`src/hdl/varint_number_encoder_top_assert.svh`:
```
// Assertion macros for the varint encoder top level.
`ifndef VARINT_NUMBER_ENCODER_TOP_ASSERT_SVH
`define VARINT_NUMBER_ENCODER_TOP_ASSERT_SVH

`ifndef SYNTHESIS

// a implies b at the same edge
`define VNE_ASSERT_NOW(label, clk, rst_n, a, b) \
	label: assert property (@(posedge clk) disable iff (!rst_n) (a) |-> (b)) \
		else $error("assertion failed: same-cycle implication");

// a implies b at the next edge
`define VNE_ASSERT_NEXT(label, clk, rst_n, a, b) \
	label: assert property (@(posedge clk) disable iff (!rst_n) (a) |=> (b)) \
		else $error("assertion failed: next-cycle implication");

`else

`define VNE_ASSERT_NOW(label, clk, rst_n, a, b)
`define VNE_ASSERT_NEXT(label, clk, rst_n, a, b)

`endif

`endif

```
`src/hdl/vne_pkg.sv`:
```
`default_nettype none

package vne_pkg;

	localparam int unsigned MAX_BYTES = 5;
	localparam int unsigned QDEPTH    = 4;
	localparam int unsigned QAW       = $clog2(QDEPTH);
	localparam int unsigned QCW       = $clog2(QDEPTH + 1);

	localparam logic [7:0] PREFIX_NEG = 8'd255;
	localparam logic [7:0] MAX_SHORT  = 8'd250;
	localparam logic [7:0] TAG_U8     = 8'd251;
	localparam logic [7:0] TAG_U16    = 8'd252;
	localparam logic [7:0] TAG_U32    = 8'd253;

	// one encoded number, first byte in the low bits
	typedef struct packed {
		logic [8*MAX_BYTES-1:0] bytes;
		logic [2:0]             count;
	} desc_t;

	typedef struct packed {
		logic [QCW-1:0] count;
		logic           full;
	} q_status_t;

endpackage

`default_nettype wire

```
`src/hdl/varint_number_encoder_top.sv`:
```
// Channel  | Dir | Data                     | Side band
// s_axis   | in  | tdata[31:0] value        | none
// m_axis   | out | tdata[7:0]  out_byte     | tlast is_last, tuser[2:0] total_bytes
//
// One number takes 1 to 5 output beats (its encoding length); the byte
// serializer in the back end sets the rate, one beat per cycle while m accepts.
// The front end takes one number per cycle while the 4-entry queue has room.
// The input passes through a queue entry register, then the output register.
// arst_n clears queue pointers, serializer busy and output valid, not data.
// A stalled m side fills the queue, then drops s_tready.
`default_nettype none
`include "varint_number_encoder_top_assert.svh"

module varint_number_encoder_top (
	input  wire logic        clk,
	input  wire logic        arst_n,
	input  wire logic        s_tvalid,
	output logic             s_tready,
	input  wire logic [31:0] s_tdata,   // [31:0] value
	output logic             m_tvalid,
	input  wire logic        m_tready,
	output logic [7:0]       m_tdata,   // [7:0] out_byte
	output logic             m_tlast,
	output logic [2:0]       m_tuser    // [2:0] total_bytes
);
	import vne_pkg::*;

	logic      push;
	desc_t     push_desc;
	logic      pop;
	logic      head_valid;
	desc_t     head_desc;
	q_status_t q_status;

	// classify the number and build its byte string
	vne_front u_front (
		.s_tvalid  (s_tvalid),
		.s_tready  (s_tready),
		.s_tdata   (s_tdata),
		.q_full    (q_status.full),
		.push      (push),
		.push_desc (push_desc)
	);

	// decouples intake from the byte serializer
	vne_queue u_queue (
		.clk        (clk),
		.arst_n     (arst_n),
		.push       (push),
		.push_desc  (push_desc),
		.pop        (pop),
		.head_valid (head_valid),
		.head_desc  (head_desc),
		.status     (q_status)
	);

	// one byte per beat, count on the last one
	vne_back u_back (
		.clk        (clk),
		.arst_n     (arst_n),
		.head_valid (head_valid),
		.head_desc  (head_desc),
		.pop        (pop),
		.m_tvalid   (m_tvalid),
		.m_tready   (m_tready),
		.m_tdata    (m_tdata),
		.m_tlast    (m_tlast),
		.m_tuser    (m_tuser)
	);

	// byte count only on the final beat
	`VNE_ASSERT_NOW(a_count_mid, clk, arst_n, m_tvalid && !m_tlast, m_tuser == 3'd0)
	`VNE_ASSERT_NOW(a_count_last, clk, arst_n, m_tvalid && m_tlast,
		(m_tuser != 3'd0) && (m_tuser <= 3'd5))
	// backpressure only from a full queue
	`VNE_ASSERT_NOW(a_ready_full, clk, arst_n, !s_tready, q_status.count == QCW'(QDEPTH))
	// a push into an almost-full queue without a pop fills it
	`VNE_ASSERT_NEXT(a_fill, clk, arst_n,
		push && !pop && (q_status.count == QCW'(QDEPTH - 1)), !s_tready)

endmodule

`default_nettype wire

```
`src/hdl/vne_front.sv`:
```
`default_nettype none

module vne_front (
	input  wire logic          s_tvalid,
	output logic               s_tready,
	input  wire logic [31:0]   s_tdata,
	input  wire logic          q_full,
	output logic               push,
	output vne_pkg::desc_t     push_desc
);
	import vne_pkg::*;

	logic        neg_small;
	logic [31:0] w;
	logic [39:0] body;
	logic [2:0]  body_n;

	always_comb begin
		// -65536..-1: bits 31..16 all ones
		neg_small = &s_tdata[31:16];
		w = neg_small ? ~s_tdata : s_tdata;
		if (w <= {24'd0, MAX_SHORT}) begin
			body   = {32'd0, w[7:0]};
			body_n = 3'd1;
		end else if (w[31:8] == 24'd0) begin
			body   = {24'd0, w[7:0], TAG_U8};
			body_n = 3'd2;
		end else if (w[31:16] == 16'd0) begin
			body   = {16'd0, w[15:0], TAG_U16};
			body_n = 3'd3;
		end else begin
			body   = {w, TAG_U32};
			body_n = 3'd5;
		end
		// prefixed body is at most three bytes
		if (neg_small) begin
			push_desc.bytes = {body[31:0], PREFIX_NEG};
			push_desc.count = body_n + 3'd1;
		end else begin
			push_desc.bytes = body;
			push_desc.count = body_n;
		end
		s_tready = !q_full;
		push     = s_tvalid && !q_full;
	end

endmodule

`default_nettype wire

```
`src/hdl/vne_queue.sv`:
```
`default_nettype none

module vne_queue (
	input  wire logic            clk,
	input  wire logic            arst_n,
	input  wire logic            push,
	input  wire vne_pkg::desc_t  push_desc,
	input  wire logic            pop,
	output logic                 head_valid,
	output vne_pkg::desc_t       head_desc,
	output vne_pkg::q_status_t   status
);
	import vne_pkg::*;

	desc_t          entry_q [QDEPTH];
	logic [QAW-1:0] wr_q;
	logic [QAW-1:0] rd_q;
	logic [QCW-1:0] count_q;

	always_comb begin
		head_valid   = count_q != QCW'(0);
		head_desc    = entry_q[rd_q];
		status.count = count_q;
		status.full  = count_q == QCW'(QDEPTH);
	end

	always_ff @(posedge clk) begin
		if (push) begin
			entry_q[wr_q] <= push_desc;
		end
	end

	always_ff @(posedge clk or negedge arst_n) begin
		if (!arst_n) begin
			wr_q    <= '0;
			rd_q    <= '0;
			count_q <= '0;
		end else begin
			if (push) begin
				wr_q <= wr_q + QAW'(1);
			end
			if (pop) begin
				rd_q <= rd_q + QAW'(1);
			end
			case ({push, pop})
				2'b10:   count_q <= count_q + QCW'(1);
				2'b01:   count_q <= count_q - QCW'(1);
				default: count_q <= count_q;
			endcase
		end
	end

endmodule

`default_nettype wire

```
`src/hdl/vne_back.sv`:
```
`default_nettype none

module vne_back (
	input  wire logic          clk,
	input  wire logic          arst_n,
	input  wire logic          head_valid,
	input  wire vne_pkg::desc_t head_desc,
	output logic               pop,
	output logic               m_tvalid,
	input  wire logic          m_tready,
	output logic [7:0]         m_tdata,
	output logic               m_tlast,
	output logic [2:0]         m_tuser
);
	import vne_pkg::*;

	logic                   busy_q;
	logic [8*MAX_BYTES-1:0] sh_q;
	logic [2:0]             rem_q;
	logic [2:0]             tot_q;
	logic                   valid_q;
	logic [7:0]             byte_q;
	logic                   last_q;
	logic [2:0]             total_q;

	logic                   fire;
	logic [8*MAX_BYTES-1:0] src_bytes;
	logic [2:0]             src_rem;
	logic [2:0]             src_tot;
	logic                   src_end;

	always_comb begin
		fire      = (!valid_q || m_tready) && (busy_q || head_valid);
		pop       = fire && !busy_q;
		src_bytes = busy_q ? sh_q  : head_desc.bytes;
		src_rem   = busy_q ? rem_q : head_desc.count;
		src_tot   = busy_q ? tot_q : head_desc.count;
		src_end   = src_rem == 3'd1;
	end

	always_ff @(posedge clk) begin
		if (fire) begin
			sh_q    <= src_bytes >> 8;
			rem_q   <= src_rem - 3'd1;
			tot_q   <= src_tot;
			byte_q  <= src_bytes[7:0];
			last_q  <= src_end;
			total_q <= src_end ? src_tot : 3'd0;
		end
	end

	always_ff @(posedge clk or negedge arst_n) begin
		if (!arst_n) begin
			busy_q  <= 1'b0;
			valid_q <= 1'b0;
		end else begin
			if (fire) begin
				busy_q  <= !src_end;
				valid_q <= 1'b1;
			end else if (m_tready) begin
				valid_q <= 1'b0;
			end
		end
	end

	assign m_tvalid = valid_q;
	assign m_tdata  = byte_q;
	assign m_tlast  = last_q;
	assign m_tuser  = total_q;

endmodule

`default_nettype wire
```
`config.mk`:
```
export PLATFORM = sky130hd
export DESIGN_NAME = varint_number_encoder_top
export DESIGN_NICKNAME = d
export VERILOG_FILES = /design/src/hdl/vne_pkg.sv /design/src/hdl/varint_number_encoder_top.sv /design/src/hdl/vne_front.sv /design/src/hdl/vne_queue.sv /design/src/hdl/vne_back.sv
export VERILOG_INCLUDE_DIRS = /design/src /design/src/hdl
export SDC_FILE = /design/constraint.sdc
export NUM_CORES = 1
export LEC_CHECK = 0
export ABC_AREA = 1
export BUFFER_PORTS_ARGS = -buffer_cell sky130_fd_sc_hd__buf_2
export CORE_MARGIN = 3
export CORE_UTILIZATION = 60
export CTS_BUF_LIST = sky130_fd_sc_hd__clkbuf_4
export CTS_CLUSTER_SIZE = 24
export DETAILED_ROUTE_END_ITERATION = 10
export PLACE_DENSITY = 0.78
export SYNTH_ARGS = -nofsm -noshare
export SYNTH_HDL_FRONTEND = slang
export SYNTH_HIERARCHICAL = 1
export SYNTH_SLANG_ARGS = --single-unit
```
`constraint.sdc`:
```
create_clock -name clk -period 4 [get_ports clk]
set_clock_uncertainty 0.1 [all_clocks]
set_input_delay 0.8 -clock clk [delete_from_list [all_inputs] [get_ports clk]]
set_output_delay 0.8 -clock clk [all_outputs]
set_load 0.05 [all_outputs]
```
==> results of run 1 <==
## power breakdown
| group | switching [mW] | total, mW | internal (mW) |
|---|---|---|---|
| clock network | 0.870 | 1.85 | 0.979 |
| registers | 0.309 | 3.81 | 3.50 |
| logic | 1.82 | 2.56 | 0.740 |
## flip-flops by register name, summed over array words and instances (netlist names), 3 cells and up
register,count
u_back/m_tdata,8
u_back/sh_q,32
u_back/tot_q,3
u_back/m_tuser,3
u_back/rem_q,3
u_queue/entry_q,172
u_queue/count_q,3
## worst paths after layout
path	from	end
worst min register to register	u_queue/count_q[2]	u_queue/count_q[2]
worst max register to register	u_back/busy_q	u_queue/count_q[2]
worst max-delay path	s_tdata[28]	u_queue/entry_q[1][1]
min in group asynchronous	arst_n	u_queue/wr_q[0]
max in group asynchronous	arst_n	u_queue/rd_q[0]
worst min-delay path	m_tready	u_back/m_tvalid
## cell type report
type | count | area, µm² | area share
Clock buffer | 86 | 646 | 0.0554
Multi-Input combinational cell | 549 | 2760 | 0.237
Sequential cell | 231 | 6900 | 0.591
Antenna cell | 1 | 2.50 | 0.000215
Inverter | 172 | 652 | 0.0559
Timing Repair Buffer | 64 | 360 | 0.0309
Clock inverter | 18 | 68.8 | 0.00590
Tap cell | 220 | 275 | 0.0236
## repair_timing
| item | CTS | global route |
|---|---|---|
| gates resized for setup | 0 | 0 |
| hold buffers | 1 | 0 |
| hold endpoints to repair | 9 | 0 |
## worst reg2reg max path: stages, from the launching register on
cell	delay, ns
dfrtp_2	0.78
nor2_1	0.21
nor2_4	0.15
nand2_1	0.05
inv_1	0.13
ha_1	0.18
inv_1	0.06
fa_1	0.37
nand2_1	0.10
nand3_1	0.08
nand2_1	0.07
nand2_1	0.04
## cell usage in the layout (no fill, tap or decap), drive strengths merged, types with 4 or more instances in the layout
cell type	instances
a21boi	4
a21oi	5
buf	63
clkbuf	86
clkinv	22
dfrtp	9
edfxtp	222
ha	8
inv	168
nand2	340
nand3	15
nand4	4
nor2	53
o211ai	87
o21ai	19
## metrics by stage
| step | power (mW) | hold slack, ns | utilization | worst slack (ns) | instance area [µm²] |
|---|---|---|---|---|---|
| after CTS | 8.28 | 0.209 | 0.688 | 1.04 | 11700 |
| after detailed placement | 6.43 | 0.370 | 0.646 | 0.368 | 10900 |
| final | 8.22 | 0.266 | 0.689 | 0.955 | 11700 |
| after global routing | 8.78 | 0.222 | 0.689 | 0.752 | 11700 |
| after floorplan | 5.82 | 0.342 | - | 0.525 | 10600 |
| after global placement | 6.34 | 0.355 | 0.646 | 0.452 | 10900 |
## cell families (layout without fill, tap and decap cells)
logic type,after synthesis,in the layout,synth area share
buffers and inverters,215,340,0.0884
adder cells (fa/ha/maj),9,9,0.0113
flip-flops,231,231,0.651
AND/OR/NAND/NOR,417,417,0.166
XOR/XNOR,4,4,0.00331
other,0,1,0
AO/OA/AOI/OAI,119,119,0.0803
## layer usage
metal / up-vias / GRT usage / routed length (µm)
li1: 3474 / - / -
met1: 3243 / 0.303 / 9080
met2: 262 / 0.349 / 9940
met3: 35 / 0.0448 / 1590
met4: 0 / 0.0829 / 503
met5: - / 0 / 0
==> flow_metrics.env, run 1 <==
export IMPL_end_kind="flop"
export IMPL_synth_top_area_cell="edfxtp_1"
export IMPL_crit_fanout=25
export IMPL_path_common_cell="nor2_1"
export IMPL_cts_buffer_depth=3
export IMPL_num_nets_final=1119
export IMPL_post_cts_buffers=0
export IMPL_cp_data_arrival_time_ns=3.31
export IMPL_cts_inserted_buffers=56
export IMPL_routed_wl_mm=21.1
export IMPL_start_kind="input pin"
export IMPL_numClockSinks=231
export IMPL_drtAntennaViolNets=0
export IMPL_dieArea_mm2=0.0193
export IMPL_fp_dieH_um=139
export IMPL_worstMarginPinSlew_ns=0.706
export IMPL_crit_slowest_cell="nor2_8"
export IMPL_max_freq_mhz=328
export IMPL_peakVddDrop_uv=439
export IMPL_slew_headroom=0.529
export IMPL_via_count=7014
export IMPL_place_inst=1235
export IMPL_status="complete, no violations"
export IMPL_clk_pin_slew_worst_paths_ns=0.06
export IMPL_synth_top_area_share=0.630
export IMPL_min_path_cells=2
export IMPL_start_util=0.625
export IMPL_hp_class="in -> reg"
export IMPL_layout_cells_non_filler=1341
export IMPL_synth_nets=1040
export IMPL_cp_slowest_stage_delay_ns=0.34
export IMPL_synth_avg_cell_area_um2=10.6
export IMPL_rows=47
export IMPL_area_growth_pct=10.2
export IMPL_synthCells=995
export IMPL_core_area_mm2=0.0169
export IMPL_cts_htree_levels=2
export IMPL_min_period_ns=3.04
export IMPL_async_flop_share=0.0390
export IMPL_pin_count=50
export IMPL_initialDrtViolationCount=609
export IMPL_place_congestion=0.911
export IMPL_clk_latency_ns=0.64
export IMPL_reg2regPathDepth=11
export IMPL_drive_above_1_share=0.176
export IMPL_fillers=1268
export IMPL_syn_area_mm2=0.0106
export IMPL_crit_chain="buf_2 -> nand2_1 -> nor2_1 -> nand2_2 -> nor2_8 -> nor2_1 -> nor2_1 -> nand3_1 -> nor2_4 -> nand3_4 -> inv_2 -> nor2_1 -> ha_1 -> nor2_1 -> nor2_1 -> o21ai_0 -> inv_1"
export IMPL_crit_family="simple AND/OR/NAND/NOR gates"
export IMPL_rsz0062_at_grt="false"
export IMPL_worstSetupPathType="in -> reg"
export IMPL_cp_buffers_inverters=3
export IMPL_p_leak_nw=5.13
export IMPL_yosysSeqAreaShare=0.651
export IMPL_synthTopCellsByCount="nand2_1 (330), edfxtp_1 (222), inv_1 (163)"
export IMPL_yosysMostFrequentCell="nand2_1"
export IMPL_viasPerCell=5.23
export IMPL_final_hold_violation_count=0
export IMPL_cap_viol_max_count=0
export IMPL_finalSetupViolCount=0
export IMPL_period_share=0.761
export IMPL_netlist_top_cells_area="edfxtp_1 (63%), nand2_1 (12%), o211ai_1 (6.2%)"
export IMPL_reg2reg_slack_ns=1.56
export IMPL_worst_path_stages=17
export IMPL_cts_tree="yes"
export IMPL_detail_route_first_pass_iterations=5
export IMPL_critPathRequiredTime_ns=4.26
export IMPL_grt_pass1_wl_mm=33.7
export IMPL_yosys_most_used_dff="edfxtp_1"
export IMPL_fin_setup_tns_ns=0
export IMPL_p_per_area_mw_per_mm2=704
export IMPL_io_buffers=49
export IMPL_drc=0
export IMPL_die_w_um=139
export IMPL_slew_viol_final=0
export IMPL_grt_max_degree=68
export IMPL_routedWlPerCell_um=15.7
export IMPL_ys_warnings_count=6
export IMPL_clockRootBuffer="clkbuf_4"
export IMPL_grt_pass1_vias=6712
export IMPL_gr_total_overflow=0
export IMPL_synth_seq_cells=231
export IMPL_synth_cell_types=39
export IMPL_hpwlAfterDp_mm=13.2
export IMPL_synth_edf_count=222
export IMPL_antenna_found_initial=1
export IMPL_gr_usage_all_layers=0.219
Power figures use the tool's default switching activity.
==> inputs of run 2 (changes only) <==
==> constraint.sdc (replaced) <==
create_clock -name clk -period 2.86 [get_ports clk]
set_clock_uncertainty 0.1 [all_clocks]
set_input_delay 0.572 -clock clk [delete_from_list [all_inputs] [get_ports clk]]
set_output_delay 0.572 -clock clk [all_outputs]
set_load 0.05 [all_outputs]
==> flow_metrics.env, run 2 (synthesis results as in run 1) <==
export IMPL_dieArea_mm2=0.0193
export IMPL_p_per_area_mw_per_mm2=961
export IMPL_num_nets_final=1172
export IMPL_p_leak_nw=5.37
export IMPL_core_area_mm2=0.0169
export IMPL_status="complete, no violations"
export IMPL_placed_area_mm2=0.0114
export IMPL_grt_pass1_wl_mm=34.3
export IMPL_detail_route_first_pass_iterations=6
export IMPL_post_cts_buffers=0
export IMPL_cp_slowest_stage_delay_ns=0.29
export IMPL_via_count=7309
export IMPL_start_util=0.625
export IMPL_reg2regPathDepth=11
export IMPL_routed_wl_mm=21.5
export IMPL_max_freq_mhz=425
export IMPL_slew_headroom=0.525
export IMPL_final_common_cell="nand2_1"
export IMPL_area_growth_pct=14.3
export IMPL_r2r_end="u_queue/count_q[2]"
export IMPL_rows=47
export IMPL_cts_htree_levels=2
export IMPL_slew_viol_final=0
export IMPL_crit_path_start="s_tdata[28]"
export IMPL_cap_viol_max_count=0
export IMPL_path_common_cell="nor2_1"
export IMPL_cp_data_arrival_time_ns=2.65
export IMPL_clk_pin_slew_worst_paths_ns=0.07
export IMPL_crit_fanout=7
export IMPL_routedWlPerCell_um=15.5
export IMPL_period_share=0.824
export IMPL_io_buffers=49
export IMPL_fp_dieH_um=139
export IMPL_crit_chain="buf_2 -> nand2_1 -> nor2_1 -> nand2_2 -> nor2_8 -> nor2_1 -> nor2_1 -> nand3_1 -> nor2_4 -> nand3_4 -> inv_2 -> nor2_1 -> ha_1 -> nor2_1 -> nor2_1 -> o21ai_0 -> inv_1"
export IMPL_drtAntennaViolNets=0
export IMPL_largest_register_ffs=172
export IMPL_peakVddDrop_uv=862
export IMPL_min_period_ns=2.36
export IMPL_gr_total_overflow=0
export IMPL_final_util=0.714
export IMPL_hpwlAfterDp_mm=13.5
export IMPL_hp_class="in -> async"
export IMPL_place_congestion=0.884
export IMPL_pin_count=50
export IMPL_cts_hold_buffers=2
export IMPL_rsz0062_at_grt="false"
export IMPL_drive_above_1_share=0.204
export IMPL_grt_max_degree=73
export IMPL_most_common_layout_cells="nand2_1 (330), edfxtp_1 (222), inv_1 (159), o211ai_1 (87), clkbuf_4 (75)"
export IMPL_end_kind="flop"
export IMPL_initialDrtViolationCount=581
export IMPL_start_kind="input pin"
export IMPL_hold_ws_ns=0.210
export IMPL_antenna_found_initial=1
export IMPL_worstMarginPinSlew_ns=0.712
export IMPL_cts_buffer_depth=3
export IMPL_grt_pass1_vias=6981
export IMPL_viasPerCell=5.26
export IMPL_rr_startpoint="u_queue/count_q[1]"
export IMPL_cts_resized=0
export IMPL_reg2reg_slack_ns=0.78
export IMPL_clk_latency_ns=0.66
export IMPL_crit_slowest_cell="nor2_4"
export IMPL_drc=0
export IMPL_cts_tree="yes"
export IMPL_die_w_um=139
export IMPL_power_mw=11.6
export IMPL_worstSetupPathType="in -> reg"
export IMPL_top_register="u_queue/entry_q"
export IMPL_critPathRequiredTime_ns=3.15
export IMPL_final_hold_violation_count=0
export IMPL_fin_setup_tns_ns=0
export IMPL_fin_area_mm2=0.0121
export IMPL_gr_usage_all_layers=0.223
export IMPL_numClockSinks=231
export IMPL_clockRootBuffer="clkbuf_4"
export IMPL_finalSetupViolCount=0
export IMPL_cts_inserted_buffers=57
run 2: where the power goes:
group	internal, mW	switching (mW)	leakage [nW]
logic	1.16	2.67	2.81
clock network	1.31	1.24	0.402
registers	4.89	0.343	2.16
total	7.37	4.26	5.37
run 2: per-stage QoR:
step,worst slack [ns],cells
floorplan,0.0691,995
global placement,-0.0232,1286
detailed placement,-0.168,1286
CTS,0.534,1389
global route,0.378,1390
finish,0.504,1390
run 2: layer usage:
layer / wire length [µm] / GRT usage / vias up
met3: 1660 / 0.0545 / 24
li1: - / - / 3573
met4: 323 / 0.0669 / 0
met5: 0 / 0 / -
met1: 9120 / 0.301 / 3422
met2: 10400 / 0.365 / 290
run 2: worst max-delay path by stage:
stage	slack (ns)	end	cells after the start
global route	0.38	u_queue/entry_q[2][1]	17
CTS	0.53	u_queue/entry_q[3][1]	17
finish	0.50	u_queue/entry_q[1][1]	17
global placement	-0.02	u_queue/entry_q[2][1]	17
detailed placement	-0.17	u_queue/entry_q[1][1]	17
floorplan	0.07	u_queue/count_q[2]	12
run 2: worst max-delay path: cells and delay by family:
kind / cells / cell delay [ns]
fa+ha+maj: 1 / 0.28
simple gates: 12 / 1.48
compound gates: 1 / 0.07
buf+inv: 3 / 0.26
run 2: cell type report:
class	count	area [µm²]
clock inverters	26	130
repair buffers	116	816
fillers	1195	4840
diodes	1	2.50
well taps	220	275
multi-input cells	549	2760
inverters	172	652
flip-flops and latches	231	6900
clock buffers	75	563
